[config.mk]
export PLATFORM = sky130hd
export DESIGN_NAME = pid_dirty_derivative_unit
export DESIGN_NICKNAME = d
export VERILOG_FILES = /design/src/sv/pdd_pkg.sv /design/src/sv/pid_dirty_derivative_unit.sv /design/src/sv/pdd_mul.sv /design/src/sv/pdd_div.sv
export SDC_FILE = /design/constraint.sdc
export NUM_CORES = 2
export LEC_CHECK = 0
export ABC_AREA = 0
export BUFFER_PORTS_ARGS = -buffer_cell sky130_fd_sc_hd__clkbuf_2
export CAP_MARGIN = 20
export CELL_PAD_IN_SITES_DETAIL_PLACEMENT = 1
export CELL_PAD_IN_SITES_GLOBAL_PLACEMENT = 2
export CORE_ASPECT_RATIO = 0.5
export CORE_MARGIN = 8
export CORE_UTILIZATION = 39
export CTS_CLUSTER_SIZE = 40
export DETAILED_ROUTE_END_ITERATION = 6
export HOLD_SLACK_MARGIN = 0.15
export PLACE_DENSITY_LB_ADDON = 0.1
export SETUP_SLACK_MARGIN = 0.2
export SLEW_MARGIN = 5
export SYNTH_ARGS = -nofsm -noshare
export SYNTH_HDL_FRONTEND = slang
export SYNTH_SLANG_ARGS = --single-unit
[constraint.sdc]
create_clock -name clk_i -period 8.9 [get_ports clk_i]
set_clock_uncertainty 0.15 [all_clocks]
set_input_delay 0.89 -clock clk_i [delete_from_list [all_inputs] [get_ports clk_i]]
set_output_delay 0.89 -clock clk_i [all_outputs]
set_load 0.1 [all_outputs]
[src/sv/pdd_pkg.sv]
// pdd_pkg: shared types, constants and saturation helpers for the pid dirty derivative unit
// no dependencies

package pdd_pkg;

  localparam int unsigned ValueWidth = 48;
  localparam int unsigned GainWidth  = 32;
  localparam int unsigned DtWidth    = 24;
  localparam int unsigned CfgIdxWidth = 8;
  localparam int unsigned OpWidth    = 64;
  localparam int unsigned ProdWidth  = 128;

  localparam logic [CfgIdxWidth-1:0] RegPropGain  = 8'd0;
  localparam logic [CfgIdxWidth-1:0] RegIntegGain = 8'd1;
  localparam logic [CfgIdxWidth-1:0] RegDerivGain = 8'd2;
  localparam logic [CfgIdxWidth-1:0] RegFilterTau = 8'd3;

  localparam logic [DtWidth-1:0] MinDtUs   = 24'd10;
  localparam logic [DtWidth-1:0] StaleDtUs = 24'd1000000;
  // 9999999 in Q32.16
  localparam logic signed [ValueWidth-1:0] ErrThr = 48'sd655359934464;
  localparam logic [OpWidth-1:0] TwoMega      = 64'd2000000;
  localparam logic [OpWidth-1:0] TwoMegaScale = 64'd131072000000;

  typedef enum logic [4:0] {
    ST_IDLE, ST_CHECK,
    ST_P_GO, ST_P_WT,
    ST_T_GO, ST_T_WT,
    ST_F1_GO, ST_F1_WT,
    ST_F2_GO, ST_F2_WT,
    ST_FD_GO, ST_FD_WT,
    ST_D_GO, ST_D_WT,
    ST_E_GO, ST_E_WT,
    ST_ID_GO, ST_ID_WT,
    ST_I_GO, ST_I_WT,
    ST_FIN, ST_OUT
  } pdd_state_e;

  typedef struct packed {
    logic                 start;
    logic [OpWidth-1:0]   a;
    logic [OpWidth-1:0]   b;
  } mul_req_t;

  typedef struct packed {
    logic                 start;
    logic [ProdWidth-1:0] num;
    logic [OpWidth-1:0]   den;
  } div_req_t;

  function automatic logic signed [ValueWidth-1:0] sat_val(input logic [ProdWidth-1:0] x);
    logic signed [ValueWidth-1:0] r;
    if ((&x[ProdWidth-1:ValueWidth-1]) || !(|x[ProdWidth-1:ValueWidth-1])) begin
      r = x[ValueWidth-1:0];
    end else if (x[ProdWidth-1]) begin
      r = {1'b1, {(ValueWidth-1){1'b0}}};
    end else begin
      r = {1'b0, {(ValueWidth-1){1'b1}}};
    end
    return r;
  endfunction

  function automatic logic signed [OpWidth-1:0] sat_64(input logic [ProdWidth-1:0] x);
    logic signed [OpWidth-1:0] r;
    if ((&x[ProdWidth-1:OpWidth-1]) || !(|x[ProdWidth-1:OpWidth-1])) begin
      r = x[OpWidth-1:0];
    end else if (x[ProdWidth-1]) begin
      r = {1'b1, {(OpWidth-1){1'b0}}};
    end else begin
      r = {1'b0, {(OpWidth-1){1'b1}}};
    end
    return r;
  endfunction

  // gain product: floor shift by 16 then clamp
  function automatic logic signed [ValueWidth-1:0] gain_sat(input logic [ProdWidth-1:0] p);
    logic [ProdWidth-1:0] s;
    s = {{16{p[ProdWidth-1]}}, p[ProdWidth-1:16]};
    return sat_val(s);
  endfunction

endpackage

[src/sv/pid_dirty_derivative_unit.sv]
// pid_dirty_derivative_unit: PID controller with trapezoidal integral and filtered derivative
// uses pdd_pkg, pdd_mul and pdd_div
//
// Usage: an input transaction (setpoint, measurement, elapsed time, optional rate) is
// taken when in_valid_i is high and in_stall_o is low; one drive transaction follows
// on the output channel, taken when out_valid_o is high and out_stall_i is low.
// Gains and filter tau are written on the cfg channel (cfg_ready_o is always high).
// Do so only while no transaction is in flight; the block does not enforce this.
// Flow: an item that is rejected (short time step or huge error) goes from the check
// straight to the output; otherwise the proportional product comes first, then the
// derivative (filter products and quotient, or the rate product) and the integral
// (product, quotient, product) as enabled. Products come from one serial multiplier,
// quotients from one serial divider; one item is worked at a time.
// The finished drive sits in an output register, so a new item is accepted while
// the receiver stalls; a second result waits until the first is taken.
// Reset clears all gains, the integral, the filter and the previous error/measurement.

module pid_dirty_derivative_unit (
  input  logic                                  clk_i,
  input  logic                                  rst_ni,
  input  logic                                  in_valid_i,
  output logic                                  in_stall_o,
  input  logic signed [pdd_pkg::ValueWidth-1:0] setpoint_i,
  input  logic signed [pdd_pkg::ValueWidth-1:0] measured_i,
  input  logic        [pdd_pkg::DtWidth-1:0]    elapsed_us_i,
  input  logic signed [pdd_pkg::ValueWidth-1:0] measured_rate_i,
  input  logic                                  rate_valid_i,
  output logic                                  out_valid_o,
  input  logic                                  out_stall_i,
  output logic signed [pdd_pkg::ValueWidth-1:0] drive_o,
  input  logic                                  cfg_valid_i,
  output logic                                  cfg_ready_o,
  input  logic        [pdd_pkg::CfgIdxWidth-1:0] cfg_index_i,
  input  logic        [pdd_pkg::GainWidth-1:0]  cfg_data_i
);
  import pdd_pkg::*;

  pdd_state_e state_q, state_d;

  logic signed [GainWidth-1:0] kp_q, ki_q, kd_q;
  logic        [GainWidth-1:0] tau_q;

  logic signed [ValueWidth-1:0] sp_q, meas_q, rate_q, err_q;
  logic        [DtWidth-1:0]    dt_q;
  logic                         rate_ok_q;

  logic signed [ValueWidth-1:0] fd_q, prev_err_q, prev_meas_q;
  logic signed [OpWidth-1:0]    integ_q;
  logic signed [ValueWidth-1:0] p_q, d_q, it_q, res_q, drive_q;
  logic        [OpWidth-1:0]    tt_q;
  logic        [ProdWidth-1:0]  num_q;
  logic                         out_valid_q;

  mul_req_t             mul_req;
  div_req_t             div_req;
  logic                 mul_done, div_done;
  logic [ProdWidth-1:0] mul_prod, div_quot;

  logic                         in_take, out_take, kd_pos, ki_pos, reject, can_load;
  logic [ValueWidth:0]          err_raw, delta_raw, esum_raw;
  logic signed [ValueWidth-1:0] err, delta, esum;
  logic [OpWidth-1:0]           dd;
  logic [ProdWidth-1:0]         sum_p;
  pdd_state_e                   after_d;

  pdd_mul u_mul (
    .clk_i  (clk_i),
    .rst_ni (rst_ni),
    .req_i  (mul_req),
    .done_o (mul_done),
    .prod_o (mul_prod)
  );

  pdd_div u_div (
    .clk_i  (clk_i),
    .rst_ni (rst_ni),
    .req_i  (div_req),
    .done_o (div_done),
    .quot_o (div_quot)
  );

  assign in_take  = in_valid_i && !in_stall_o;
  assign out_take = out_valid_q && !out_stall_i;
  assign can_load = !out_valid_q || !out_stall_i;
  assign kd_pos   = !kd_q[GainWidth-1] && (|kd_q);
  assign ki_pos   = !ki_q[GainWidth-1] && (|ki_q);

  assign err_raw   = {sp_q[ValueWidth-1], sp_q} - {meas_q[ValueWidth-1], meas_q};
  assign err       = sat_val({{(ProdWidth-ValueWidth-1){err_raw[ValueWidth]}}, err_raw});
  assign delta_raw = {meas_q[ValueWidth-1], meas_q} - {prev_meas_q[ValueWidth-1], prev_meas_q};
  assign delta     = sat_val({{(ProdWidth-ValueWidth-1){delta_raw[ValueWidth]}}, delta_raw});
  assign esum_raw  = {err_q[ValueWidth-1], err_q} + {prev_err_q[ValueWidth-1], prev_err_q};
  assign esum      = sat_val({{(ProdWidth-ValueWidth-1){esum_raw[ValueWidth]}}, esum_raw});
  assign reject    = (dt_q < MinDtUs) || (err > ErrThr) || (err < -ErrThr);
  assign dd        = {{(OpWidth-DtWidth-16){1'b0}}, dt_q, 16'd0};
  assign after_d   = ki_pos ? ST_E_GO : ST_FIN;

  // p + i - d, each already within 48 bits
  assign sum_p = {{(ProdWidth-ValueWidth){p_q[ValueWidth-1]}}, p_q}
               + {{(ProdWidth-ValueWidth){it_q[ValueWidth-1]}}, it_q}
               - {{(ProdWidth-ValueWidth){d_q[ValueWidth-1]}}, d_q};

  // next state
  always_comb begin
    state_d = state_q;
    case (state_q)
      ST_IDLE:  if (in_take) state_d = ST_CHECK;
      ST_CHECK: state_d = reject ? ST_OUT : ST_P_GO;
      ST_P_GO:  state_d = ST_P_WT;
      ST_P_WT: begin
        if (mul_done) begin
          if (kd_pos && rate_ok_q) begin
            state_d = ST_D_GO;
          end else if (kd_pos && (|dt_q)) begin
            state_d = ST_T_GO;
          end else begin
            state_d = after_d;
          end
        end
      end
      ST_T_GO:  state_d = ST_T_WT;
      ST_T_WT:  if (mul_done) state_d = ST_F1_GO;
      ST_F1_GO: state_d = ST_F1_WT;
      ST_F1_WT: if (mul_done) state_d = ST_F2_GO;
      ST_F2_GO: state_d = ST_F2_WT;
      ST_F2_WT: if (mul_done) state_d = ST_FD_GO;
      ST_FD_GO: state_d = ST_FD_WT;
      ST_FD_WT: if (div_done) state_d = ST_D_GO;
      ST_D_GO:  state_d = ST_D_WT;
      ST_D_WT:  if (mul_done) state_d = after_d;
      ST_E_GO:  state_d = ST_E_WT;
      ST_E_WT:  if (mul_done) state_d = ST_ID_GO;
      ST_ID_GO: state_d = ST_ID_WT;
      ST_ID_WT: if (div_done) state_d = ST_I_GO;
      ST_I_GO:  state_d = ST_I_WT;
      ST_I_WT:  if (mul_done) state_d = ST_FIN;
      ST_FIN:   state_d = ST_OUT;
      ST_OUT:   if (can_load) state_d = ST_IDLE;
      default:  state_d = ST_IDLE;
    endcase
  end

  // unit requests and handshake outputs
  always_comb begin
    mul_req       = '0;
    div_req       = '0;
    in_stall_o    = (state_q != ST_IDLE);
    case (state_q)
      ST_P_GO: begin
        mul_req.start = 1'b1;
        mul_req.a     = {{(OpWidth-GainWidth){kp_q[GainWidth-1]}}, kp_q};
        mul_req.b     = {{(OpWidth-ValueWidth){err_q[ValueWidth-1]}}, err_q};
      end
      ST_T_GO: begin
        mul_req.start = 1'b1;
        mul_req.a     = {{(OpWidth-GainWidth){1'b0}}, tau_q};
        mul_req.b     = TwoMega;
      end
      ST_F1_GO: begin
        mul_req.start = 1'b1;
        mul_req.a     = tt_q - dd;
        mul_req.b     = {{(OpWidth-ValueWidth){fd_q[ValueWidth-1]}}, fd_q};
      end
      ST_F2_GO: begin
        mul_req.start = 1'b1;
        mul_req.a     = TwoMegaScale;
        mul_req.b     = {{(OpWidth-ValueWidth){delta[ValueWidth-1]}}, delta};
      end
      ST_D_GO: begin
        mul_req.start = 1'b1;
        mul_req.a     = {{(OpWidth-GainWidth){kd_q[GainWidth-1]}}, kd_q};
        mul_req.b     = rate_ok_q ? {{(OpWidth-ValueWidth){rate_q[ValueWidth-1]}}, rate_q}
                                  : {{(OpWidth-ValueWidth){fd_q[ValueWidth-1]}}, fd_q};
      end
      ST_E_GO: begin
        mul_req.start = 1'b1;
        mul_req.a     = {{(OpWidth-DtWidth){1'b0}}, dt_q};
        mul_req.b     = {{(OpWidth-ValueWidth){esum[ValueWidth-1]}}, esum};
      end
      ST_I_GO: begin
        mul_req.start = 1'b1;
        mul_req.a     = {{(OpWidth-GainWidth){ki_q[GainWidth-1]}}, ki_q};
        mul_req.b     = integ_q;
      end
      ST_FD_GO: begin
        div_req.start = 1'b1;
        div_req.num   = num_q;
        div_req.den   = tt_q + dd;
      end
      ST_ID_GO: begin
        div_req.start = 1'b1;
        div_req.num   = num_q;
        div_req.den   = TwoMega;
      end
      default: ;
    endcase
  end

  always_ff @(posedge clk_i or negedge rst_ni) begin
    if (!rst_ni) begin
      state_q <= ST_IDLE;
    end else begin
      state_q <= state_d;
    end
  end

  // configuration registers
  always_ff @(posedge clk_i or negedge rst_ni) begin
    if (!rst_ni) begin
      kp_q  <= '0;
      ki_q  <= '0;
      kd_q  <= '0;
      tau_q <= '0;
    end else if (cfg_valid_i) begin
      case (cfg_index_i)
        RegPropGain:  kp_q  <= cfg_data_i;
        RegIntegGain: ki_q  <= cfg_data_i;
        RegDerivGain: kd_q  <= cfg_data_i;
        RegFilterTau: tau_q <= cfg_data_i;
        default: ;
      endcase
    end
  end

  // loop state and output register
  always_ff @(posedge clk_i or negedge rst_ni) begin
    if (!rst_ni) begin
      fd_q        <= '0;
      prev_err_q  <= '0;
      prev_meas_q <= '0;
      integ_q     <= '0;
      out_valid_q <= 1'b0;
    end else begin
      if (state_q == ST_CHECK && !reject && dt_q > StaleDtUs) begin
        fd_q <= '0;
      end
      if (state_q == ST_FD_WT && div_done) begin
        fd_q <= sat_val(div_quot);
      end
      if (state_q == ST_ID_WT && div_done) begin
        integ_q <= sat_64({{(ProdWidth-OpWidth){integ_q[OpWidth-1]}}, integ_q} + div_quot);
      end
      if (state_q == ST_FIN) begin
        prev_err_q  <= err_q;
        prev_meas_q <= meas_q;
      end
      if (state_q == ST_OUT && can_load) begin
        out_valid_q <= 1'b1;
      end else if (out_take) begin
        out_valid_q <= 1'b0;
      end
    end
  end

  // working registers
  always_ff @(posedge clk_i) begin
    if (in_take) begin
      sp_q      <= setpoint_i;
      meas_q    <= measured_i;
      dt_q      <= elapsed_us_i;
      rate_q    <= measured_rate_i;
      rate_ok_q <= rate_valid_i;
    end
    case (state_q)
      ST_CHECK: begin
        err_q <= err;
        d_q   <= '0;
        it_q  <= '0;
        res_q <= '0;
        // stale loop: elapsed time taken as zero
        if (dt_q > StaleDtUs) dt_q <= '0;
      end
      ST_P_WT:  if (mul_done) p_q <= gain_sat(mul_prod);
      ST_T_WT:  if (mul_done) tt_q <= mul_prod[OpWidth-1:0];
      ST_F1_WT: if (mul_done) num_q <= mul_prod;
      ST_F2_WT: if (mul_done) num_q <= num_q + mul_prod;
      ST_D_WT:  if (mul_done) d_q <= gain_sat(mul_prod);
      ST_E_WT:  if (mul_done) num_q <= mul_prod;
      ST_I_WT:  if (mul_done) it_q <= gain_sat(mul_prod);
      ST_FIN:   res_q <= sat_val(sum_p);
      ST_OUT:   if (can_load) drive_q <= res_q;
      default: ;
    endcase
  end

  assign out_valid_o = out_valid_q;
  assign drive_o     = drive_q;
  assign cfg_ready_o = 1'b1;

`ifndef ASSERT_OFF
  a_take_idle: assert property (@(posedge clk_i) disable iff (!rst_ni)
    in_take |-> state_q == ST_IDLE)
    else $error("input transaction taken while busy");

  a_mul_wait: assert property (@(posedge clk_i) disable iff (!rst_ni)
    mul_done |-> (state_q == ST_P_WT || state_q == ST_T_WT || state_q == ST_F1_WT ||
                  state_q == ST_F2_WT || state_q == ST_D_WT || state_q == ST_E_WT ||
                  state_q == ST_I_WT))
    else $error("multiplier finished outside a wait state");

  a_div_wait: assert property (@(posedge clk_i) disable iff (!rst_ni)
    div_done |-> (state_q == ST_FD_WT || state_q == ST_ID_WT))
    else $error("divider finished outside a wait state");

  a_out_load: assert property (@(posedge clk_i) disable iff (!rst_ni)
    $rose(out_valid_q) |-> $past(state_q) == ST_OUT)
    else $error("drive presented without a finished item");
`endif

endmodule

[src/sv/pdd_mul.sv]
// pdd_mul: signed 64x64 multiplier, shift-and-add one multiplier bit per cycle
// depends on pdd_pkg

module pdd_mul (
  input  logic                        clk_i,
  input  logic                        rst_ni,
  input  pdd_pkg::mul_req_t           req_i,
  output logic                        done_o,
  output logic [pdd_pkg::ProdWidth-1:0] prod_o
);
  import pdd_pkg::*;

  logic                 busy_q, done_q, neg_q;
  logic [5:0]           cnt_q;
  logic [OpWidth-1:0]   mcand_q;
  logic [ProdWidth-1:0] p_q;
  logic [OpWidth:0]     sum;
  logic [OpWidth-1:0]   a_mag, b_mag;

  assign a_mag = req_i.a[OpWidth-1] ? (~req_i.a + 64'd1) : req_i.a;
  assign b_mag = req_i.b[OpWidth-1] ? (~req_i.b + 64'd1) : req_i.b;
  assign sum = {1'b0, p_q[ProdWidth-1:OpWidth]} + (p_q[0] ? {1'b0, mcand_q} : 65'd0);

  always_ff @(posedge clk_i or negedge rst_ni) begin
    if (!rst_ni) begin
      busy_q <= 1'b0;
      done_q <= 1'b0;
      cnt_q  <= '0;
    end else begin
      done_q <= 1'b0;
      if (req_i.start) begin
        busy_q <= 1'b1;
        cnt_q  <= '0;
      end else if (busy_q) begin
        cnt_q <= cnt_q + 6'd1;
        if (&cnt_q) begin
          busy_q <= 1'b0;
          done_q <= 1'b1;
        end
      end
    end
  end

  always_ff @(posedge clk_i) begin
    if (req_i.start) begin
      mcand_q <= a_mag;
      p_q     <= {{OpWidth{1'b0}}, b_mag};
      neg_q   <= req_i.a[OpWidth-1] ^ req_i.b[OpWidth-1];
    end else if (busy_q) begin
      p_q <= {sum, p_q[OpWidth-1:1]};
    end
  end

  assign done_o = done_q;
  assign prod_o = neg_q ? (~p_q + 128'd1) : p_q;

endmodule

[src/sv/pdd_div.sv]
// pdd_div: signed 128-bit by unsigned divisor, restoring, one quotient bit per cycle
// quotient truncates toward zero; depends on pdd_pkg

module pdd_div (
  input  logic                        clk_i,
  input  logic                        rst_ni,
  input  pdd_pkg::div_req_t           req_i,
  output logic                        done_o,
  output logic [pdd_pkg::ProdWidth-1:0] quot_o
);
  import pdd_pkg::*;

  logic                 busy_q, done_q, neg_q;
  logic [6:0]           cnt_q;
  logic [ProdWidth-1:0] u_q;
  logic [OpWidth-1:0]   rem_q, den_q, r2;
  logic                 ge;

  assign r2 = {rem_q[OpWidth-2:0], u_q[ProdWidth-1]};
  assign ge = (r2 >= den_q);

  always_ff @(posedge clk_i or negedge rst_ni) begin
    if (!rst_ni) begin
      busy_q <= 1'b0;
      done_q <= 1'b0;
      cnt_q  <= '0;
    end else begin
      done_q <= 1'b0;
      if (req_i.start) begin
        busy_q <= 1'b1;
        cnt_q  <= '0;
      end else if (busy_q) begin
        cnt_q <= cnt_q + 7'd1;
        if (&cnt_q) begin
          busy_q <= 1'b0;
          done_q <= 1'b1;
        end
      end
    end
  end

  always_ff @(posedge clk_i) begin
    if (req_i.start) begin
      u_q   <= req_i.num[ProdWidth-1] ? (~req_i.num + 128'd1) : req_i.num;
      neg_q <= req_i.num[ProdWidth-1];
      den_q <= req_i.den;
      rem_q <= '0;
    end else if (busy_q) begin
      rem_q <= ge ? (r2 - den_q) : r2;
      u_q   <= {u_q[ProdWidth-2:0], ge};
    end
  end

  assign done_o = done_q;
  assign quot_o = neg_q ? (~u_q + 128'd1) : u_q;

endmodule

==> metrics.yaml <==
fin_crit_sh_pct: 95.0
fin_tns_setup_ps: 0
wl_um: 475000
combPwrFrac_pct: 1.5
grt_pass1_vias: 100000
rows: 137
synth-xor-area-share_pct: 8.24
place_area_um2: 116000
netlist_area_um2: 110000
cp_common_cell: "buf_4"
synthCells: 12500
ys_seq_area_share_pct: 36.8
final_cell_mix: "nand2_1, a21oi_1, nor2_1"
synth_top_family_by_area: "compound AO/OA/AOI/OAI gates"
grt_pass1_wl_um: 688000
maxSlewViolCount: 3
multi_input_area_um2: 65200
critical_path_cell_count: 26
pre_cts_ws_ps: -714
n_fill_cell: 32300
gp_congestion: 0.969
clkSinkCount: 1457
nNetsFinal: 13800
antenna_found_initial: 25
cts_tree: "yes"
peakVddDrop_v: 0.000190
path_buf_inv: 5
syn_area_per_cell_um2: 8.78
synth-simple-area-share_pct: 17.7
detail_route.wl_per_cell_um: 28.4
hold_violations: 0
clkSlewWorstSetupHoldPaths_ps: 70
fin_total_pwr_w: 0.0145
violations: "design-rule violations, max-slew violations"
final_common_cell: "nand2_1"
die_area_um2: 300000
worst-path-max-fanout: 38
path_class: "reg2reg"
syn_nets: 13400
fp.dieW_um: 767
drive_gt1_share_pct: 10.3
min_period_ps: 8460
detail_route.vias_per_cell: 6.10
ff_latch_area_um2: 40500
endpoint_kind: "register"
synth_top_area_share_pct: 25.9
synth_compound_area_share_pct: 21.6
status: "finished with violations"
required_ps: 9520
synthAdderAreaFrac_pct: 8.36
drv_cap: 0
p_sw_share_pct: 22.8
synthMuxAreaShare_pct: 2.47
grt_max_degree: 138
pwr-share-seq_pct: 49.7
whs_ps: 206
antenna_left: 0
rsz0062_at_grt: "no"
dr.pass1.iters: 7
powerDensity_nw_per_um2: 116
yosysWarnings: 0
r2r_cells: 26
cpPeakStageDelay_ps: 680
critical-path-top-delay-family: "simple AND/OR/NAND/NOR gates"
htree_num_levels: 4
setup_viol: 0
gr-usage-all-layers_pct: 30.1
clockBufferDepth: 4
async_reset_ff_share_pct: 24.6
worstPathArrival_ps: 9080
hold-path-cell-count: 3
synth-edff-count: 947
p_clk_share_pct: 48.8
syn2layout_area_growth_pct: 13.2
hpwl_um: 375000
p_sw_w: 0.00330
startpoint_type: "register"
hold_class: "in2reg"
yosysTopAreaCell: "edfxtp_1"
pin_count: 265
max_freq_mhz: 118
drtIter0Drc: 9819
grt-ovfl-total: 0
leakagePower_nw: 51.5
io_buffers: 263
setup_ws_ps: 441
synth_cell_types: 104
die_y_um: 391
ys_seq_elements: 1457
p_int_w: 0.0112
clkLatencyLatePin_ps: 900
core_um2: 280000
synth_flop_cell: "edfxtp_1"
slew_headroom_pct: -3.66
crit_slowest_cell: "or4b_2"
start_util_pct: 39.3
clockRootBuffer: "clkbuf_16"
cts_buffers: 162
design_area_um2: 125000
tightest_slew_ps: 1550
vias: 102000
drc: 8
synthTopCellsByArea: "edfxtp_1, dfrtp_1, ha_1"
[state kept, by name (all words and copies together), names as in the netlist, 63 cells and up]
name	cells
num_q	128
tt_q	64
u_mul.p_q	128
u_div.den_q	64
integ_q	64
u_mul.mcand_q	64
u_div.rem_q	63
u_div.u_q	128
[Yosys cell counts, types with 44 or more instances]
master	n
buf_1	47
a21oi_1	1002
o31ai_1	176
xnor2_1	624
inv_1	713
mux2i_1	119
and2_1	143
nand2b_1	116
or3_1	139
a211oi_1	145
a21boi_0	44
and3_1	112
o21bai_1	123
dfrtp_1	359
nand2_1	1323
nor4_1	131
nand3_1	233
o211ai_1	78
o21ai_0	857
a21o_1	376
nand4_1	244
xor2_1	411
a31oi_1	131
a22oi_1	70
o221a_2	58
edfxtp_1	947
nor2_1	984
ha_1	631
mux2_2	135
dfxtp_1	151
o21a_1	89
nor2b_1	87
fa_1	57
or4_1	104
a222oi_1	53
o41ai_1	72
or2_2	55
clkbuf_1	561
nor3_1	225
[power by group through the flow]
| stage | logic (W) | clock network (W) | registers, W |
|---|---|---|---|
| after floorplan | 0.0000427 | 0 | 0.00733 |
| after global placement | 0.000151 | 0 | 0.00734 |
| after detailed placement | 0.000155 | 0 | 0.00734 |
| after CTS | 0.000220 | 0.00719 | 0.00719 |
| after global routing | 0.000241 | 0.00742 | 0.00719 |
| final | 0.000222 | 0.00707 | 0.00719 |
[repair_timing]
item	CTS	global route
gates cloned	0	8
setup endpoints to repair	79	82
hold endpoints to repair	244	0
pin swaps	8	29
hold buffers	181	0
setup buffers	10	26
resized for setup	24	122
[final timing paths]
check	start	end	slack (ps)
hold reg to reg	res_q[9]	drive_o[9]	270
hold / removal	elapsed_us_i[18]	dt_q[18]	210
min in group asynchronous	rst_ni	prev_err_q[32]	320
setup / recovery	u_div.u_q[13]	integ_q[37]	440
max in group asynchronous	rst_ni	tau_q[8]	6370
setup reg to reg	u_div.u_q[13]	integ_q[37]	440
[metal layers]
metal / global-route usage [%] / up-vias / part of all wire [%]
met1: 43.0 / 51700 / 46
met5: 0 / - / 0.0027
met2: 46.2 / 3224 / 43
met4: 8.53 / 2 / 3.2
met3: 5.84 / 568 / 7.6
li1: - / 46500 / -
[layout make-up]
cell class / instances / share of cell area, %
Timing Repair Buffer: 805 / 4.95
Sequential cell: 1457 / 32.5
Inverter: 717 / 2.17
Clock buffer: 209 / 3.54
Tap cell: 3753 / 3.77
Antenna cell: 7 / 0.0141
Multi-Input combinational cell: 9712 / 52.4
Clock inverter: 82 / 0.662
[stage by stage]
stage	util, %	std cells
2_1_floorplan	-	12500
6_report	44.5	16700
4_1_cts	44.2	16700
5_1_grt	44.5	16700
3_5_place_dp	41.6	16200
3_3_place_gp	41.6	16200
[worst register-to-register path: cells and delay by family, from the launching register on]
kind                     cells  cell delay (ps)
AO/OA/AOI/OAI                6             1570
XOR/XNOR                     2              400
adder cells (fa/ha/maj)      1              470
buffers and inverters        5              890
flip-flops                   1              470
AND/OR/NAND/NOR             12             4380
[logic make-up (layout without fill, tap and decap cells)]
family / after synthesis / after routing
other cells: 1 / 8
buf+inv: 1357 / 1813
fa+ha+maj: 704 / 704
xor+xnor: 1035 / 1035
simple gates: 4046 / 4046
mux: 254 / 254
flops: 1457 / 1457
compound gates: 3672 / 3672
(Power assumes the default switching activity.)
